===== src/hw/rtl/bor_pkg.sv =====
package bor_pkg;

  // default geometry of the block
  localparam int unsigned CoordBitsDef = 12;
  localparam int unsigned FracBitsDef  = 16;

  // number of bits a field group takes once padded to whole bytes
  function automatic int unsigned byte_pad(input int unsigned bits);
    return ((bits + 7) / 8) * 8;
  endfunction

endpackage


===== src/hw/rtl/bor_geom.sv =====
module bor_geom import bor_pkg::*; #(
  parameter int unsigned COORD_BITS = CoordBitsDef
) (
  input  logic                      clk_i,
  input  logic                      rst_ni,
  input  logic                      in_valid_i,
  output logic                      in_ready_o,
  input  logic [COORD_BITS-1:0]     first_x_i,
  input  logic [COORD_BITS-1:0]     first_y_i,
  input  logic [COORD_BITS-1:0]     first_w_i,
  input  logic [COORD_BITS-1:0]     first_h_i,
  input  logic [COORD_BITS-1:0]     second_x_i,
  input  logic [COORD_BITS-1:0]     second_y_i,
  input  logic [COORD_BITS-1:0]     second_w_i,
  input  logic [COORD_BITS-1:0]     second_h_i,
  output logic                      out_valid_o,
  input  logic                      out_ready_i,
  output logic [2*COORD_BITS:0]     inter_o,
  output logic [2*COORD_BITS+1:0]   union_o
);

  localparam int unsigned EW = COORD_BITS + 1;     // far edges and spans
  localparam int unsigned AW = 2 * COORD_BITS + 2; // products
  localparam int unsigned IW = 2 * COORD_BITS + 1; // intersection
  localparam int unsigned UW = 2 * COORD_BITS + 2; // union

  logic v1_q, v2_q, v3_q, v4_q;
  logic rdy1, rdy2, rdy3, rdy4;

  assign rdy4 = !v4_q || out_ready_i;
  assign rdy3 = !v3_q || rdy4;
  assign rdy2 = !v2_q || rdy3;
  assign rdy1 = !v1_q || rdy2;
  assign in_ready_o = rdy1;

  always_ff @(posedge clk_i or negedge rst_ni) begin
    if (!rst_ni) begin
      v1_q <= 1'b0;
      v2_q <= 1'b0;
      v3_q <= 1'b0;
      v4_q <= 1'b0;
    end else begin
      if (rdy1) v1_q <= in_valid_i;
      if (rdy2) v2_q <= v1_q;
      if (rdy3) v3_q <= v2_q;
      if (rdy4) v4_q <= v3_q;
    end
  end

  // stage 1: edges and spans
  logic [COORD_BITS-1:0] ax0_q, ay0_q, bx0_q, by0_q;
  logic [EW-1:0] ax1_q, ay1_q, bx1_q, by1_q;
  logic [EW-1:0] aw1_q, ah1_q, bw1_q, bh1_q;

  always_ff @(posedge clk_i) begin
    if (rdy1) begin
      ax0_q <= first_x_i;
      ay0_q <= first_y_i;
      bx0_q <= second_x_i;
      by0_q <= second_y_i;
      ax1_q <= {1'b0, first_x_i} + {1'b0, first_w_i};
      ay1_q <= {1'b0, first_y_i} + {1'b0, first_h_i};
      bx1_q <= {1'b0, second_x_i} + {1'b0, second_w_i};
      by1_q <= {1'b0, second_y_i} + {1'b0, second_h_i};
      aw1_q <= {1'b0, first_w_i} + EW'(1);
      ah1_q <= {1'b0, first_h_i} + EW'(1);
      bw1_q <= {1'b0, second_w_i} + EW'(1);
      bh1_q <= {1'b0, second_h_i} + EW'(1);
    end
  end

  // stage 2: disjoint test and overlap spans
  logic [EW-1:0] lo_x, lo_y, hi_x, hi_y;
  logic          disj;

  always_comb begin
    lo_x = (ax1_q < bx1_q) ? ax1_q : bx1_q;
    lo_y = (ay1_q < by1_q) ? ay1_q : by1_q;
    hi_x = (ax0_q > bx0_q) ? {1'b0, ax0_q} : {1'b0, bx0_q};
    hi_y = (ay0_q > by0_q) ? {1'b0, ay0_q} : {1'b0, by0_q};
    disj = ({1'b0, ax0_q} > bx1_q) || ({1'b0, ay0_q} > by1_q) ||
           (ax1_q < {1'b0, bx0_q}) || (ay1_q < {1'b0, by0_q});
  end

  logic          disj2_q;
  logic [EW-1:0] cols2_q, rows2_q;
  logic [EW-1:0] aw2_q, ah2_q, bw2_q, bh2_q;

  always_ff @(posedge clk_i) begin
    if (rdy2) begin
      disj2_q <= disj;
      cols2_q <= lo_x - hi_x + EW'(1);
      rows2_q <= lo_y - hi_y + EW'(1);
      aw2_q   <= aw1_q;
      ah2_q   <= ah1_q;
      bw2_q   <= bw1_q;
      bh2_q   <= bh1_q;
    end
  end

  // stage 3: areas
  logic [AW-1:0] inter_prod, area_a_prod, area_b_prod;
  logic [IW-1:0] inter3_q;
  logic [AW-1:0] area_a3_q, area_b3_q;

  assign inter_prod  = AW'(cols2_q) * AW'(rows2_q);
  assign area_a_prod = AW'(aw2_q) * AW'(ah2_q);
  assign area_b_prod = AW'(bw2_q) * AW'(bh2_q);

  always_ff @(posedge clk_i) begin
    if (rdy3) begin
      inter3_q  <= disj2_q ? '0 : inter_prod[IW-1:0];
      area_a3_q <= area_a_prod;
      area_b3_q <= area_b_prod;
    end
  end

  // stage 4: union, never below one
  logic [IW-1:0] inter4_q;
  logic [UW-1:0] union4_q;

  always_ff @(posedge clk_i) begin
    if (rdy4) begin
      inter4_q <= inter3_q;
      union4_q <= UW'(area_a3_q) + UW'(area_b3_q) - UW'(inter3_q);
    end
  end

  assign out_valid_o = v4_q;
  assign inter_o     = inter4_q;
  assign union_o     = union4_q;

endmodule


===== src/hw/rtl/bor_div.sv =====
module bor_div import bor_pkg::*; #(
  parameter int unsigned COORD_BITS = CoordBitsDef,
  parameter int unsigned FRAC_BITS  = FracBitsDef
) (
  input  logic                    clk_i,
  input  logic                    rst_ni,
  input  logic                    in_valid_i,
  output logic                    in_ready_o,
  input  logic [2*COORD_BITS:0]   inter_i,
  input  logic [2*COORD_BITS+1:0] union_i,
  output logic                    out_valid_o,
  input  logic                    out_ready_i,
  output logic [FRAC_BITS:0]      ratio_o
);

  localparam int unsigned UW = 2 * COORD_BITS + 2;
  localparam int unsigned QW = FRAC_BITS + 1;
  localparam int unsigned NS = FRAC_BITS + 1;

  logic          v_q   [NS];
  logic          rdy   [NS];
  logic [QW-1:0] quo_q [NS];
  logic [UW-1:0] rem_q [NS-1];
  logic [UW-1:0] uni_q [NS-1];

  // one quotient bit per stage, integer bit first; remainder stays below union
  for (genvar j = 0; j < NS; j++) begin : g_stage
    logic [UW:0]   trial;
    logic [UW-1:0] divisor;
    logic          qbit;
    logic [UW:0]   diff;
    logic          up_valid;

    if (j == 0) begin : g_first
      assign trial    = {1'b0, UW'(inter_i)};
      assign divisor  = union_i;
      assign up_valid = in_valid_i;
    end else begin : g_next
      assign trial    = {rem_q[j-1], 1'b0};
      assign divisor  = uni_q[j-1];
      assign up_valid = v_q[j-1];
    end

    if (j == NS - 1) begin : g_last
      assign rdy[j] = !v_q[j] || out_ready_i;
    end else begin : g_mid
      assign rdy[j] = !v_q[j] || rdy[j+1];
    end

    assign qbit = (trial >= {1'b0, divisor});
    assign diff = trial - (qbit ? {1'b0, divisor} : '0);

    always_ff @(posedge clk_i or negedge rst_ni) begin
      if (!rst_ni) begin
        v_q[j] <= 1'b0;
      end else if (rdy[j]) begin
        v_q[j] <= up_valid;
      end
    end

    if (j == 0) begin : g_q_first
      always_ff @(posedge clk_i) begin
        if (rdy[j]) quo_q[j] <= {{(QW-1){1'b0}}, qbit};
      end
    end else begin : g_q_next
      always_ff @(posedge clk_i) begin
        if (rdy[j]) quo_q[j] <= {quo_q[j-1][QW-2:0], qbit};
      end
    end

    if (j < NS - 1) begin : g_carry
      always_ff @(posedge clk_i) begin
        if (rdy[j]) begin
          rem_q[j] <= diff[UW-1:0];
          uni_q[j] <= divisor;
        end
      end
    end
  end

  assign in_ready_o  = rdy[0];
  assign out_valid_o = v_q[NS-1];
  assign ratio_o     = quo_q[NS-1];

endmodule


===== src/hw/rtl/box_overlap_ratio_unit.sv =====
// Intersection over union of two axis-aligned boxes, given as x, y, width and height,
// with spans counted inclusively (a box covers w+1 columns). The result is
// floor(overlap * 2^FRAC_BITS / union), 0 for disjoint boxes and 2^FRAC_BITS for
// identical ones. One box pair is accepted every cycle while the output is not stalled. The
// pipe is four geometry stages (edges, overlap spans, area multipliers, union) followed by a
// restoring divider that resolves one quotient bit per stage. Each stage holds its
// beat under back-pressure and empty stages keep taking new beats.
module box_overlap_ratio_unit import bor_pkg::*; #(
  parameter int unsigned COORD_BITS = CoordBitsDef,
  parameter int unsigned FRAC_BITS  = FracBitsDef
) (
  input  logic                                 clk_i,
  input  logic                                 rst_ni,
  input  logic                                 s_axis_tvalid,
  output logic                                 s_axis_tready,
  // first_x, first_y, first_w, first_h, second_x, second_y, second_w, second_h
  input  logic [byte_pad(8*COORD_BITS)-1:0]    s_axis_tdata,
  output logic                                 m_axis_tvalid,
  input  logic                                 m_axis_tready,
  // overlap_ratio
  output logic [byte_pad(FRAC_BITS+1)-1:0]     m_axis_tdata
);

  localparam int unsigned C   = COORD_BITS;
  localparam int unsigned OW  = byte_pad(FRAC_BITS + 1);
  localparam int unsigned QW  = FRAC_BITS + 1;

  logic                 g_valid, g_ready;
  logic [2*C:0]         g_inter;
  logic [2*C+1:0]       g_union;
  logic [QW-1:0]        ratio;

  bor_geom #(
    .COORD_BITS(COORD_BITS)
  ) u_geom (
    .clk_i      (clk_i),
    .rst_ni     (rst_ni),
    .in_valid_i (s_axis_tvalid),
    .in_ready_o (s_axis_tready),
    .first_x_i  (s_axis_tdata[0*C +: C]),
    .first_y_i  (s_axis_tdata[1*C +: C]),
    .first_w_i  (s_axis_tdata[2*C +: C]),
    .first_h_i  (s_axis_tdata[3*C +: C]),
    .second_x_i (s_axis_tdata[4*C +: C]),
    .second_y_i (s_axis_tdata[5*C +: C]),
    .second_w_i (s_axis_tdata[6*C +: C]),
    .second_h_i (s_axis_tdata[7*C +: C]),
    .out_valid_o(g_valid),
    .out_ready_i(g_ready),
    .inter_o    (g_inter),
    .union_o    (g_union)
  );

  bor_div #(
    .COORD_BITS(COORD_BITS),
    .FRAC_BITS (FRAC_BITS)
  ) u_div (
    .clk_i      (clk_i),
    .rst_ni     (rst_ni),
    .in_valid_i (g_valid),
    .in_ready_o (g_ready),
    .inter_i    (g_inter),
    .union_i    (g_union),
    .out_valid_o(m_axis_tvalid),
    .out_ready_i(m_axis_tready),
    .ratio_o    (ratio)
  );

  assign m_axis_tdata = OW'(ratio);

  // the ratio can never exceed one
  assert property (@(posedge clk_i) disable iff (!rst_ni)
    m_axis_tvalid |-> (m_axis_tdata[QW-1:0] <= (QW'(1) << FRAC_BITS)))
    else $error("overlap ratio above one");

  // back-pressure at the input only comes from a full pipe stalled at the output
  assert property (@(posedge clk_i) disable iff (!rst_ni)
    !s_axis_tready |-> (m_axis_tvalid && !m_axis_tready))
    else $error("input stalled without output stall");

  // geometry stage never hands on an empty union
  assert property (@(posedge clk_i) disable iff (!rst_ni)
    g_valid |-> (g_union != '0) && ({1'b0, g_inter} <= g_union))
    else $error("union empty or below intersection");

endmodule

===== config.mk =====
export PLATFORM = sky130hd
export DESIGN_NAME = box_overlap_ratio_unit
export DESIGN_NICKNAME = d
export VERILOG_FILES = /design/src/hw/rtl/bor_pkg.sv /design/src/hw/rtl/bor_geom.sv /design/src/hw/rtl/bor_div.sv /design/src/hw/rtl/box_overlap_ratio_unit.sv
export SDC_FILE = /design/constraint.sdc
export NUM_CORES = 2
export LEC_CHECK = 0
export ABC_CLOCK_PERIOD_IN_PS = 23400
export BUFFER_PORTS_ARGS = -buffer_cell sky130_fd_sc_hd__buf_4
export CORE_MARGIN = 2
export CORE_UTILIZATION = 35
export CTS_CLUSTER_DIAMETER = 60
export CTS_CLUSTER_SIZE = 30
export DETAILED_ROUTE_END_ITERATION = 6
export HOLD_SLACK_MARGIN = 0.1
export PLACE_DENSITY = 0.5
export SLEW_MARGIN = 20
export SYNTH_ARGS = -nofsm -noshare
export SYNTH_HDL_FRONTEND = slang
export SYNTH_SLANG_ARGS = --single-unit

===== constraint.sdc =====
create_clock -name clk_i -period 23.4 [get_ports clk_i]
set_input_delay 2.34 -clock clk_i [delete_from_list [all_inputs] [get_ports clk_i]]
set_output_delay 2.34 -clock clk_i [all_outputs]
set_load 0.05 [all_outputs]

-- After elaboration in Yosys (flattened, before gate mapping)
Memory sizes are Yosys's and may differ from the RTL's.
Cells that the tools add are included.
- bits in writable memories: 1121
- output and inout bits: 26
- memories: 3
- register bits after elaboration: 380
- word-level logic and storage cells: 205
- memories (memory ; depth ; width ; read ports ; clocked after memory_dff ; wr ports ; RTL line ; source):
    u_div.rem_q ; 16 ; 26 ; 16 ; 0 ; 16 ; bor_div.sv:23 ; logic [UW-1:0] rem_q [NS-1];
    u_div.uni_q ; 16 ; 26 ; 16 ; 0 ; 16 ; bor_div.sv:24 ; logic [UW-1:0] uni_q [NS-1];
    u_div.quo_q ; 17 ; 17 ; 17 ; 0 ; 17 ; bor_div.sv:22 ; logic [QW-1:0] quo_q [NS];
- mux-type cells: 54
- reduce and logical (&&, ||, !) cells: 45
- magnitude comparators: 25
- add/sub/neg operators: 30
- $mul: 3
- operators with widths (operator ; count):
    27-bit by 26-bit >= comparator with 1-bit output ; 16
    26-bit two-way mux ; 16
    26-bit subtractor ; 15
    12-bit by 1-bit adder with 13-bit output, second input constant ; 4
    12-bit by 12-bit adder with 13-bit output ; 4
    13-bit by 13-bit multiplier with 26-bit output ; 2
    1-bit two-way mux ; 34
    13-bit by 1-bit adder with 13-bit output, second input constant ; 2
    26-bit adder ; 1
    25-bit by 26-bit >= comparator with 1-bit output ; 1
    12-bit by 13-bit greater-than comparator with 1-bit output ; 2
    13-bit by 12-bit less-than comparator with 1-bit output ; 2
    13-bit less-than comparator ; 2
    13-bit two-way mux ; 2
    13-bit subtractor ; 2
    25-bit by 26-bit subtractor with 26-bit output ; 1
    26-bit by 25-bit subtractor with 26-bit output ; 1
    13-bit by 13-bit multiplier with 25-bit output ; 1
    12-bit greater-than comparator ; 2
    1-bit logical OR ; 24
    12-bit two-way mux ; 2
    1-bit zero test ; 21

-- Logic depth before layout (Yosys ltp)
- depth after elaboration: 22
- mapped depth: 28
- mapped depth without buffers: 28

-- Modules after synthesis
From an unflattened synthesis, not the netlist that was laid out.
- cells, all modules: 9267
- area total of the unflattened synthesis: 98492.0 sq um
- by module, submodules not included (module ; cells each ; times used ; area each (sq um)):
    bor_div ; 5737 ; 1 ; 62099.6
    bor_geom ; 3522 ; 1 ; 36336.1
    box_overlap_ratio_unit ; 8 ; 1 ; 56.3

-- Worst setup path after synthesis
Ideal clock, no wire load.
- kind: input -> output
- start point: in m_axis_tready
- end point: out s_axis_tready
- path buffers: 0
- setup slack: 7677 ps
- required time: 21060 ps
- arrival time: 13383 ps
- stages: 11
- cells stage by stage: nor2b_1 > nand2_1 > nor2_1 > and2_1 > inv_1 > nor3_1 > nand3_1 > nor2_1 > nand3_1 > nor2_1 > nand3_1
- RTL lines (what ; RTL line ; source):
    start: declaration ; box_overlap_ratio_unit.sv:19 ; input logic m_axis_tready,
    end: declaration ; box_overlap_ratio_unit.sv:15 ; output logic s_axis_tready,

==> out/results.tsv <==
stage	metric	value	unit
run_status	status	completed	
layout	area delta synth->final	10.61	%
placement	pre-CTS setup slack	13.38	ns
clock_tree	clk_lat worst skew	0.85	ns
sta	Period minus WS final	9.967	ns
synth	cells after synthesis	9005	
sta	Slew headroom	27.64	%
die	Core Area	275800	sq um
drt	Via density	4.880	
layout	multi-input logic area	50380	sq um
grt	GR Util All Layers	15.77	%
drt	Vias	63330	
clock_tree	TritonCTS clock tree	built	
setup_path	crit path kind	input port to primary output	
drt	Routed WL per cell	16.95	um
grt	largest net degree at the start of global routing	85	
grt	first-pass GRT wire length	355300	um
die	Die Span Y	530.1	um
layout	utilization after layout	38.85	%
die	initial core utilization	35.12	%
die	Die Wd	530.1	um
setup_path	arrival time at the worst endpoint	7.63	ns
layout	Sequential cell area	40880	sq um
synth	Yosys top cell by area	edfxtp_1	
grt	grt ovf	0	
clock_tree	Clock H-tree levels	4	
sta	setup TNS	0	ns
placement	Post-DP Area	102100	sq um
synth	Synth Register Bits	1365	
clock_tree	post-cts resize count	0	
flow_run	max-cap violations	0	
clock_tree	clk root buf	clkbuf_16	
grt	initial antenna violation count	6	
sta	Max Freq	100.3	MHz
setup_path	endpoint type of the worst setup path	primary output	
setup_path	startpoint types	input port	
synth	number of synthesized flops with an enable pin	1344	
synth	main combinational cell family by area after synthesis	adder cells	
sta	worst-case clock skew	0.09694	ns
sta	final setup fails	0	
drt	remaining antenna violation count	0	
drt	TritonRoute pass-1 iters	6	
synth	post-synthesis sequential area ratio	42.21	%
worst_hold_path	class of the worst hold path	flip-flop to flip-flop	
drt	DRC viols	0	
synth	top_reg_cell synth	edfxtp_1	
synth	Yosys top cell area share	41.67	%
layout	layout cells sized above 1	5.806	%
die	full die area	281000	sq um
clock_tree	Clock Path Buffers	4	
clock_tree	Hold Buf Count CTS	0	
sta	Fin. Hold Viols	0	
sta	Slew @ Worst Pin	1.058	ns
synth	Commonest cells post-synth	1344 x edfxtp_1, 1340 x inv_1, 1238 x ha_1, 981 x nand2_1, 471 x a21oi_1	
placement	gpl congestion	0.8576	
clock_tree	total CTS buffers	146	
setup_path	Required @ worst endpoint	21.06	ns
synth	most common cell in the netlist	edfxtp_1	
clock_tree	Worst-path clk slew	0.07	ns
synth	Post-Syn Area	96860	sq um
synth	synth top area cells	edfxtp_1 42%, ha_1 16%, fa_1 8.5%	
placement	DPL Wire Length	174100	um
sta	PnR worst setup slack	13.43	ns
synth	Post-Synth Simple-Gate Area	11.37	%
layout	nets	10900	
clock_tree	clk sinks	1365	
die	Cell Rows	193	
synth	synthesis warning total	0	
synth	Synth Area in Compound Gates	10.74	%
synth	ys async rst share	1.538	%
sta	unrepaired setup endpoints after global routing	no	
placement	PortBufs	118	
synth	Post-Synth Adder-Cell Area	24.45	%
synth	post-synthesis mux area share	0.5761	%
setup_path	CP max FO	71	
layout	Post-Layout Inst Area	107100	sq um
sta	pins over their slew limit	0	
die	I/O pins	126	
grt	via count of the first global-routing pass	64810	
synth	Mean Syn Cell Area	10.76	sq um
drt	total wire length	219900	um
drt	1st-iter DRT viols	3522	
clock_tree	Post CTS Setup Buffer Count	0	
layout	FILL cells	27010	
sta	Final Cycle Share	42.59	%
synth	unique cell type count in the Yosys netlist	94	
synth	XOR/XNOR Fraction of Synth Area	4.738	%
==> final cells by class <==
type                    count  area share (%)
clock buffers             152           3.491
flip-flops and latches   1365           38.16
clock inverters           110           1.206
repair buffers            153           1.076
multi-input cells        6147           47.03
well taps                3705           4.327
inverters                1340           4.697
diodes                      5         0.01168
==> critical path, stage by stage <==
cell and delay [ns]:
buf_4 0.11, nor2b_1 0.43, nand2_4 0.25, nor2_1 0.25, and2_1 0.26, inv_2 0.05, buf_4 0.35, nor3_1 0.64
nand3_2 0.13, buf_4 0.34, nor2_1 0.38, nand3_2 0.11, buf_4 0.33, nor2_1 0.61, nand3_4 0.10, buf_4 0.38
buf_4 0.34
==> sequential cells by signal, summed over array words and instances, names as in the netlist, 16 cells and up <==
| name | count |
|---|---|
| u_geom.area_b3_q | 26 |
| u_div.g_stage.up_valid | 16 |
| u_div.quo_q | 153 |
| u_geom.union_o | 26 |
| u_geom.area_a3_q | 26 |
| u_geom.inter_o | 25 |
| u_div.rem_q | 416 |
| u_div.uni_q | 416 |
| u_geom.inter3_q | 25 |
==> stage by stage <==
stage / std cells / hold slack [ns]
global route: 12980 / 0.4188
detailed placement: 12710 / 0.4045
CTS: 12970 / 0.4072
floorplan: 9011 / 0.4003
finish: 12980 / 0.4156
global placement: 12710 / 0.4001
==> routing by layer <==
layer / vias up / wire (um) / track usage (%)
met4: 0 / 5331 / 4.065
met3: 266 / 6981 / 1.670
li1: 31520 / - / -
met1: 30660 / 100500 / 20.62
met5: - / 0 / 0
met2: 881 / 107100 / 27.64
==> final timing paths <==
| kind | slack, ns | depth (start not counted) | startpoint | end |
|---|---|---|---|---|
| max reg2reg | 16.66 | 23 | u_geom.rows2_q[3] | u_geom.inter3_q[24] |
| min | 0.42 | 0 | u_div.quo_q[0][70] | u_div.quo_q[0][88] |
| min reg2reg | 0.42 | 0 | u_div.quo_q[0][70] | u_div.quo_q[0][88] |
| max | 13.43 | 17 | m_axis_tready | s_axis_tready |
| max in group asynchronous | 21.59 | 1 | rst_ni | u_geom.v3_q |
| min in group asynchronous | 1.41 | 1 | rst_ni | u_div.out_valid_o |
==> cells by family after synthesis <==
group,count (synthesis)
DFF,1365
adders and majority gates,1647
AOI/OAI and AO/OA,1583
xor gates and xnor gates,524
other,1
buffers and inverters,1499
muxes,53
and+or+nand+nor,2333
==> cell usage in the layout, fill, tap and decap left out, drive strengths merged, types with 266 or more instances in the layout <==
cell       n
nor2     368
fa       409
xnor2    369
a21o     271
nand2    981
inv     1383
and2     266
a21oi    476
ha      1238
edfxtp  1344
o21ai    309
Power is left out: the tool's default activity adds up to more than one toggle a clock period on the data nets, which glitch-free logic cannot reach.
